### config.mk
export PLATFORM = sky130hd
export DESIGN_NAME = delta_list_timer_queue_unit
export DESIGN_NICKNAME = d
export VERILOG_FILES = /design/src/hdl/dltq_pkg.sv /design/src/hdl/dltq_out_stage.sv /design/src/hdl/delta_list_timer_queue_unit.sv
export SDC_FILE = /design/constraint.sdc
export NUM_CORES = 2
export LEC_CHECK = 0
export BUFFER_PORTS_ARGS = -buffer_cell sky130_fd_sc_hd__clkbuf_2
export CORE_MARGIN = 2
export CORE_UTILIZATION = 30
export DETAILED_ROUTE_END_ITERATION = 6
export SYNTH_ARGS = -nofsm -noshare
export SYNTH_HDL_FRONTEND = slang
export SYNTH_SLANG_ARGS = --single-unit
export TNS_END_PERCENT = 20
### constraint.sdc
create_clock -name clk -period 17.05 [get_ports clk]
set_clock_uncertainty 0.2 [all_clocks]
set_input_delay 3.41 -clock clk [delete_from_list [all_inputs] [get_ports clk]]
set_output_delay 3.41 -clock clk [all_outputs]
set_load 0.01 [all_outputs]
### src/hdl/dltq_pkg.sv
// Package for the delta-list timer queue.
// Holds the beat payload types, action and result codes, and the sequencer states.
// No dependencies.
`timescale 1ns / 1ps

package dltq_pkg;

  // Largest delta a slot may carry.
  localparam logic [31:0] DELTA_MAX = 32'hFFFF_FFFE;

  // Action codes of a command beat.
  localparam logic [1:0] ACT_TICK  = 2'd0;
  localparam logic [1:0] ACT_START = 2'd1;
  localparam logic [1:0] ACT_STOP  = 2'd2;

  // Result kinds.
  localparam logic [2:0] KIND_FIRED    = 3'd0;
  localparam logic [2:0] KIND_STARTED  = 3'd1;
  localparam logic [2:0] KIND_STOPPED  = 3'd2;
  localparam logic [2:0] KIND_INACTIVE = 3'd3;
  localparam logic [2:0] KIND_IDLE     = 3'd4;

  typedef struct packed {
    logic [1:0]  action;
    logic [3:0]  timer_id;
    logic [31:0] timeout_ticks;
    logic        periodic;
  } cmd_t;

  typedef struct packed {
    logic [2:0] result_kind;
    logic [3:0] slot_id;
    logic       last;
  } result_t;

  // Sequencer states.
  typedef enum logic [3:0] {
    S_IDLE,
    S_EMIT,
    S_R_CHK,
    S_R_ADD,
    S_I_START,
    S_I_CHK,
    S_I_FIN,
    S_I_LINK,
    S_T_DEC,
    S_T_NEXT,
    S_T_CHK
  } state_t;

endpackage

### src/hdl/dltq_out_stage.sv
// Output register of the timer queue: holds one result beat until it is taken.
// Depends on dltq_pkg for the result type.
`timescale 1ns / 1ps

module dltq_out_stage
  import dltq_pkg::*;
(
  input  logic    clk,
  input  logic    rst,
  input  logic    load,
  input  result_t load_item,
  output logic    free,
  output logic    res_valid,
  input  logic    res_ready,
  output result_t res
);

  // The stage can take a new beat when empty or when its beat leaves now.
  assign free = !res_valid || res_ready;

  // Valid flag.
  always_ff @(posedge clk) begin
    if (rst) begin
      res_valid <= 1'b0;
    end else if (load && free) begin
      res_valid <= 1'b1;
    end else if (res_ready) begin
      res_valid <= 1'b0;
    end
  end

  // Payload register.
  always_ff @(posedge clk) begin
    if (load && free) begin
      res <= load_item;
    end
  end

endmodule

### src/hdl/delta_list_timer_queue_unit.sv
// Delta-list timer queue: a sequencer walks the linked slot list one slot per cycle.
// Start: one compare per listed slot passed, then a step that links the slot behind its
// predecessor; a start of a listed slot first removes it and restarts the walk. Stop: one visit
// per slot up to the target and a step that merges its delta forward. Tick: on a non-empty list
// the head delta is decremented, each slot that fires is unlinked and each periodic one is walked back in.
// One item at a time; a full output register adds stalls. Reset empties the list.
`timescale 1ns / 1ps

module delta_list_timer_queue_unit
  import dltq_pkg::*;
#(
  parameter int TIMER_SLOTS = 16
) (
  input  logic    clk,
  input  logic    rst,
  input  logic    cmd_valid,
  output logic    cmd_ready,
  input  cmd_t    cmd,
  output logic    res_valid,
  input  logic    res_ready,
  output result_t res
);

  localparam int PW = $clog2(TIMER_SLOTS + 1);
  localparam int IW = $clog2(TIMER_SLOTS);
  localparam logic [PW-1:0] SENT = PW'(TIMER_SLOTS);

  // Sequencer and list registers.
  state_t state, state_next;
  logic [PW-1:0] head, head_next;
  logic [PW-1:0] cur, cur_next;
  logic [PW-1:0] prev, prev_next;
  logic [IW-1:0] op_slot, op_slot_next;
  logic [31:0] op_d, op_d_next;
  logic [31:0] carry, carry_next;
  logic op_start, op_start_next;
  logic [IW-1:0] fired, fired_next;
  logic [2:0] em_kind, em_kind_next;
  logic [3:0] em_slot, em_slot_next;
  logic [TIMER_SLOTS-1:0] active, active_next;

  // Slot memories with one registered read port shared by all fields.
  logic [PW-1:0] next_mem [TIMER_SLOTS];
  logic [31:0] delta_mem [TIMER_SLOTS];
  logic [31:0] reload_mem [TIMER_SLOTS];
  logic per_mem [TIMER_SLOTS];
  logic [IW-1:0] rd_addr;
  logic [PW-1:0] next_q;
  logic [31:0] delta_q, reload_q;
  logic per_q;

  logic next_we, delta_we, cfg_we;
  logic [IW-1:0] next_wa, delta_wa, cfg_wa;
  logic [PW-1:0] next_wd;
  logic [31:0] delta_wd, reload_wd;
  logic per_wd;

  // Output stage connection.
  logic push, out_free;
  result_t push_item;

  // Decoded command and shared conditions.
  logic accept, id_ok, id_active, head_end, nq_end, hit, ins_lt, nd_zero, do_fire;
  logic [IW-1:0] id_idx, head_idx, nq_idx, cur_idx, prev_idx;
  logic [31:0] timeout_r, start_d, dec_d;
  logic [32:0] add_sum;
  logic [31:0] add_sat;

  assign cmd_ready = (state == S_IDLE);
  assign accept = cmd_valid && cmd_ready;
  assign id_ok = (32'(cmd.timer_id) < TIMER_SLOTS);
  assign id_idx = IW'(cmd.timer_id);
  assign id_active = id_ok && active[id_idx];
  assign head_end = (head == SENT);
  assign nq_end = (next_q == SENT);
  assign head_idx = head_end ? '0 : head[IW-1:0];
  assign nq_idx = nq_end ? '0 : next_q[IW-1:0];
  assign cur_idx = cur[IW-1:0];
  assign prev_idx = prev[IW-1:0];
  assign hit = (cur == PW'(op_slot));
  assign ins_lt = (delta_q < op_d);
  assign nd_zero = (delta_q <= 32'd1);
  assign dec_d = (delta_q != 32'd0) ? delta_q - 32'd1 : 32'd0;

  // Timeout clamped to one..DELTA_MAX, and the start delta one above it, at most DELTA_MAX.
  assign timeout_r = (cmd.timeout_ticks == 32'd0) ? 32'd1 :
                     ((cmd.timeout_ticks > DELTA_MAX) ? DELTA_MAX : cmd.timeout_ticks);
  assign start_d = (timeout_r < DELTA_MAX) ? timeout_r + 32'd1 : DELTA_MAX;

  // Saturating merge of a removed slot's delta into its successor.
  assign add_sum = {1'b0, delta_q} + {1'b0, carry};
  assign add_sat = (add_sum > {1'b0, DELTA_MAX}) ? DELTA_MAX : add_sum[31:0];

  // The head fires when its delta reaches zero at the tick or on a later check.
  assign do_fire = ((state == S_T_DEC) && nd_zero) ||
                   ((state == S_T_CHK) && out_free && (delta_q == 32'd0));

  // Next state.
  always_comb begin
    state_next = state;
    unique case (state)
      S_IDLE: begin
        if (accept) begin
          priority case (cmd.action)
            ACT_TICK:  state_next = head_end ? S_EMIT : S_T_DEC;
            ACT_START: begin
              if (!id_ok) state_next = S_EMIT;
              else if (id_active) state_next = S_R_CHK;
              else if (head_end) state_next = S_I_FIN;
              else state_next = S_I_CHK;
            end
            ACT_STOP:  state_next = id_active ? S_R_CHK : S_EMIT;
            default:   state_next = S_IDLE;
          endcase
        end
      end
      S_R_CHK: begin
        if (hit) begin
          if (!nq_end) state_next = S_R_ADD;
          else state_next = op_start ? S_I_START : S_EMIT;
        end
      end
      S_R_ADD:   state_next = op_start ? S_I_START : S_EMIT;
      S_I_START: state_next = head_end ? S_I_FIN : S_I_CHK;
      S_I_CHK: begin
        if (!ins_lt || nq_end) state_next = S_I_FIN;
      end
      S_I_FIN: begin
        if (prev != SENT) state_next = S_I_LINK;
        else state_next = op_start ? S_EMIT : S_T_NEXT;
      end
      S_I_LINK:  state_next = op_start ? S_EMIT : S_T_NEXT;
      S_T_DEC: begin
        if (nd_zero) state_next = per_q ? S_I_START : S_T_NEXT;
        else state_next = S_EMIT;
      end
      S_T_NEXT:  state_next = head_end ? S_EMIT : S_T_CHK;
      S_T_CHK: begin
        if (out_free) begin
          if (delta_q == 32'd0) state_next = per_q ? S_I_START : S_T_NEXT;
          else state_next = S_IDLE;
        end
      end
      S_EMIT: begin
        if (out_free) state_next = S_IDLE;
      end
      default:   state_next = S_IDLE;
    endcase
  end

  // Datapath, memory controls and result pushes.
  always_comb begin
    head_next = head;
    cur_next = cur;
    prev_next = prev;
    op_slot_next = op_slot;
    op_d_next = op_d;
    carry_next = carry;
    op_start_next = op_start;
    fired_next = fired;
    em_kind_next = em_kind;
    em_slot_next = em_slot;
    active_next = active;
    rd_addr = head_idx;
    next_we = 1'b0;
    next_wa = '0;
    next_wd = '0;
    delta_we = 1'b0;
    delta_wa = '0;
    delta_wd = '0;
    cfg_we = 1'b0;
    cfg_wa = id_idx;
    reload_wd = timeout_r;
    per_wd = cmd.periodic;
    push = 1'b0;
    push_item = '{result_kind: em_kind, slot_id: em_slot, last: 1'b1};

    unique case (state)
      S_IDLE: begin
        if (accept) begin
          op_slot_next = id_idx;
          op_start_next = (cmd.action == ACT_START);
          prev_next = SENT;
          cur_next = head;
          em_slot_next = cmd.timer_id;
          priority case (cmd.action)
            ACT_TICK: begin
              em_kind_next = KIND_IDLE;
              em_slot_next = '0;
            end
            ACT_START: begin
              if (!id_ok) begin
                em_kind_next = KIND_INACTIVE;
              end else begin
                cfg_we = 1'b1;
                op_d_next = start_d;
                em_kind_next = KIND_STARTED;
              end
            end
            ACT_STOP: begin
              if (id_active) begin
                em_kind_next = KIND_STOPPED;
              end else begin
                em_kind_next = KIND_INACTIVE;
                if (id_ok) active_next[id_idx] = 1'b0;
              end
            end
            default: begin
              em_kind_next = em_kind;
            end
          endcase
        end
      end

      // Removal walk: one listed slot per cycle until the target is met.
      S_R_CHK: begin
        if (hit) begin
          if (prev == SENT) begin
            head_next = next_q;
          end else begin
            next_we = 1'b1;
            next_wa = prev_idx;
            next_wd = next_q;
          end
          if (!nq_end) begin
            rd_addr = nq_idx;
            cur_next = next_q;
            carry_next = delta_q;
          end else if (!op_start) begin
            active_next[op_slot] = 1'b0;
          end
        end else begin
          prev_next = cur;
          cur_next = next_q;
          rd_addr = nq_idx;
        end
      end

      S_R_ADD: begin
        delta_we = 1'b1;
        delta_wa = cur_idx;
        delta_wd = add_sat;
        if (!op_start) active_next[op_slot] = 1'b0;
      end

      S_I_START: begin
        prev_next = SENT;
        cur_next = head;
      end

      // Insertion walk: subtract deltas while the slot belongs further down.
      S_I_CHK: begin
        if (ins_lt) begin
          op_d_next = op_d - delta_q;
          prev_next = cur;
          cur_next = next_q;
          rd_addr = nq_idx;
        end else begin
          delta_we = 1'b1;
          delta_wa = cur_idx;
          delta_wd = delta_q - op_d;
        end
      end

      S_I_FIN: begin
        delta_we = 1'b1;
        delta_wa = op_slot;
        delta_wd = op_d;
        next_we = 1'b1;
        next_wa = op_slot;
        next_wd = cur;
        active_next[op_slot] = 1'b1;
        if (prev == SENT) head_next = PW'(op_slot);
      end

      S_I_LINK: begin
        next_we = 1'b1;
        next_wa = prev_idx;
        next_wd = PW'(op_slot);
      end

      S_T_DEC: begin
        delta_we = 1'b1;
        delta_wa = head_idx;
        delta_wd = dec_d;
        if (!nd_zero) begin
          em_kind_next = KIND_IDLE;
          em_slot_next = '0;
        end
      end

      S_T_NEXT: begin
        if (head_end) begin
          em_kind_next = KIND_FIRED;
          em_slot_next = 4'(fired);
        end
      end

      // The previous firing is sent once it is known whether another follows.
      S_T_CHK: begin
        push = out_free;
        push_item = '{result_kind: KIND_FIRED, slot_id: 4'(fired),
                      last: (delta_q != 32'd0)};
      end

      S_EMIT: begin
        push = out_free;
      end

      default: begin
        push = 1'b0;
      end
    endcase

    // Firing the head: unlink it, then reload it or retire it.
    if (do_fire) begin
      fired_next = head_idx;
      head_next = next_q;
      if (per_q) begin
        op_slot_next = head_idx;
        op_d_next = reload_q;
        op_start_next = 1'b0;
      end else begin
        active_next[head_idx] = 1'b0;
      end
    end
  end

  // Control registers.
  always_ff @(posedge clk) begin
    if (rst) begin
      state <= S_IDLE;
      head <= SENT;
      active <= '0;
    end else begin
      state <= state_next;
      head <= head_next;
      active <= active_next;
    end
  end

  // Working registers.
  always_ff @(posedge clk) begin
    cur <= cur_next;
    prev <= prev_next;
    op_slot <= op_slot_next;
    op_d <= op_d_next;
    carry <= carry_next;
    op_start <= op_start_next;
    fired <= fired_next;
    em_kind <= em_kind_next;
    em_slot <= em_slot_next;
  end

  // Slot memory writes.
  always_ff @(posedge clk) begin
    if (next_we) next_mem[next_wa] <= next_wd;
    if (delta_we) delta_mem[delta_wa] <= delta_wd;
    if (cfg_we) begin
      reload_mem[cfg_wa] <= reload_wd;
      per_mem[cfg_wa] <= per_wd;
    end
  end

  // Registered read of all slot fields at one address.
  always_ff @(posedge clk) begin
    next_q <= next_mem[rd_addr];
    delta_q <= delta_mem[rd_addr];
    reload_q <= reload_mem[rd_addr];
    per_q <= per_mem[rd_addr];
  end

  dltq_out_stage u_out (
    .clk       (clk),
    .rst       (rst),
    .load      (push),
    .load_item (push_item),
    .free      (out_free),
    .res_valid (res_valid),
    .res_ready (res_ready),
    .res       (res)
  );

endmodule

==> results.cfg <==
[sta]
fin_crit_ns = 7.30
setup_violations = 0
finalHoldViolCount = 0
fmax_mhz = 137
slew_viol_final = 0
finalSetupTns_ns = 0
rsz0062_at_grt = false
holdWs_ns = 0.284
fin_crit_sh_pct = 42.8
worst_pin_slew_ns = 1.32
relSlewSlack_pct = 11.3

[critical_path]
r2r_slack_ns = 9.75
worstPathRequired_ns = 17.53
criticalPathCategory = reg -> reg
r2r_end = delta_q[21]
cp.arrival_ns = 7.78
endpoint = delta_q[21]
worstSetupStartpointType = register
crit_start = delta_q[0]
rr_worst_depth = 17
critPathMaxFanout = 58
r2r-start = delta_q[0]
critPathCaptureType = register

[logic_synthesis]
synth_top_cell_by_area = edfxtp_1
synth_seq_cells = 1314
synth_edf_count = 1181
syn_nets = 4852
synth-async-reset-ratio_pct = 0
yosysWarnings = 0
synthCells = 4703
synth-main-ff-cell = edfxtp_1
syn_area_um2 = 59700
seq_area_frac_synth_pct = 63.8
ys_types = 95
syn_avg_cell_area_um2 = 12.7
synth.area.top_cells = edfxtp_1 (59%), a211oi_1 (5.4%), dfxtp_1 (4.5%)
synth_most_common_cell = edfxtp_1
synth_common_cells = edfxtp_1 (1181), a211oi_1 (431), a21oi_1 (381)
synth_top_cell_area_share_pct = 59.4

[power]
peakVddDrop_mv = 0.108
power_switching_mw = 3.66
combPwrFrac_pct = 31.6
power.total_mw = 10.3
p_sw_share_pct = 35.7
p_int_mw = 6.60
power.leakage_nw = 22.4
clockPowerShare_pct = 29.3
power.density_nw_per_um2 = 152
pwr-share-seq_pct = 39.2

[clocking]
post-cts-setup-buffers = 0
cts.sinks = 1314
cts_tree = yes
cts_hold_buffers = 0
ctsHtreeMaxLevel = 4
cts_made_buffers = 140
clk_pin_slew_ns = 0.06
clockRootBuffer = clkbuf_16
cts.repair.resized = 0
clock_path_buffers = 3
insertion_delay_ns = 0.80

[die]
core_area_um2 = 198000
die_w_um = 450
fp-row-count = 163
start_util_pct = 30.2
design.die.area_um2 = 203000
num_io_pins = 53
die_h_um = 450

[placed_design]
place_area_um2 = 62800
post-dp-hpwl_um = 104000
globalplace.congestion = 0.912
port_buffers = 52

[layout]
post-route-util_pct = 34.1
stdcell_area_um2 = 67400
syn_to_final_growth_pct = 12.8
drive_gt1_share_pct = 9.56
nets = 4783

[drt]
ant_nets = 0
via_per_inst = 5.59
routedWlPerCell_um = 23.7
drc = 0
via_count = 41339
dr.pass1.iters = 6
drt_iter0_markers = 5004
wl_um = 175000

[run]
cap_violations = 0

[global_routing]
grt_first_pass_wirelength_um = 258000
grt_pass1_vias = 39067
grt_max_degree = 121
antenna_found_initial = 10
grt_usage_pct = 16.7
overflow = 0

[run_status]
outcome = finished clean

[min_path]
hold_path.class = reg -> reg
[kinds of logic after synthesis]
| family | Yosys count | synth area share [%] |
|---|---|---|
| AO/OA/AOI/OAI | 1483 | 17.3 |
| XOR/XNOR | 134 | 1.96 |
| adder cells (fa/ha/maj) | 106 | 2.26 |
| buffers and inverters | 536 | 3.75 |
| flip-flops | 1314 | 63.8 |
| multiplexers | 104 | 1.91 |
| AND/OR/NAND/NOR | 1026 | 8.99 |
[sequential cells by signal (all words and copies together), names as in the netlist, 3 cells and up]
register	cells
op_d	32
em_kind	3
next_mem	80
head	5
fired	4
op_slot	4
reload_mem	512
delta_q	32
active	16
state	4
reload_q	32
cur	5
em_slot	4
delta_mem	512
next_q	5
carry	32
prev	5
u_out.res	8
per_mem	16
[cells in the final DEF, fill, tap and decap left out, drive strengths merged, types with 31 or more instances in the layout]
master,synthesis,routed
a2111oi,148,148
a211oi,431,431
a21o,70,70
a21oi,383,383
a31oi,37,37
and3,292,292
buf,126,94
clkbuf,231,245
clkinv,1,44
dfxtp,133,133
edfxtp,1181,1181
ha,103,103
inv,178,186
mux2i,82,82
nand2,156,156
nand2b,31,31
nand3,61,61
nor2,268,268
nor3,42,42
o21ai,123,123
o41ai,72,72
xnor2,75,75
xor2,59,59
[how the worst min path moves through the flow]
stage / cells past startpoint / slack (ns) / to / from
global route: 2 / 0.32 / op_d[21] / reload_q[21]
floorplan: 2 / 0.20 / op_d[16] / reload_q[16]
global placement: 2 / 0.28 / op_d[31] / reload_q[31]
detailed placement: 2 / 0.28 / op_d[31] / reload_q[31]
finish: 2 / 0.28 / op_d[31] / reload_q[31]
CTS: 2 / 0.28 / op_d[31] / reload_q[31]
[per-stage QoR]
| step | std cells | setup slack [ns] |
|---|---|---|
| finish | 7393 | 9.75 |
| global route | 7391 | 9.48 |
| CTS | 7387 | 9.83 |
| detailed placement | 7132 | 9.18 |
| global placement | 7132 | 9.22 |
| floorplan | 4703 | 10.28 |
[per-layer routing]
| metal | part of all wire, % | GRT usage (%) |
|---|---|---|
| met2 | 46 | 25.9 |
| met3 | 8.2 | 2.95 |
| met1 | 44 | 23.7 |
| met4 | 2.6 | 5.01 |
| met5 | 0.0063 | 0 |
[worst max-delay path, cell delays in order, from the launching register on]
cell       delay, ns
dfxtp_1         0.53
inv_1           0.11
ha_1            0.22
inv_1           0.08
fa_1            0.24
a211oi_1        0.11
o21ai_1         0.28
a22oi_2         0.18
o21ai_0         0.60
o21ai_0         0.29
a22oi_2         0.37
buf_4           0.52
buf_4           0.71
and2_4          0.97
buf_4           0.56
mux2i_1         0.14
a2111oi_0       0.60
and3_1          0.41
[power groups by stage]
| stage | registers [mW] | clock network [mW] | logic, mW |
|---|---|---|---|
| CTS | 4.02 | 3.04 | 3.19 |
| floorplan | 3.94 | 0 | 2.32 |
| finish | 4.02 | 3.00 | 3.24 |
| global route | 4.03 | 3.18 | 3.51 |
| global placement | 4.08 | 0 | 3.16 |
| detailed placement | 4.08 | 0 | 3.17 |
[area by class of cell]
| type | count | area (um2) |
|---|---|---|
| inverter | 179 | 673 |
| clock buffer | 193 | 3890 |
| antenna | 6 | 15.0 |
| timing repair buffer | 146 | 966 |
| multi-input combinational | 2853 | 19700 |
| sequential | 1314 | 38100 |
| tap | 2640 | 3300 |
| fill | 19071 | 130000 |
| clock inverter | 62 | 691 |
Note: power is estimated with default switching activity, not from simulation.
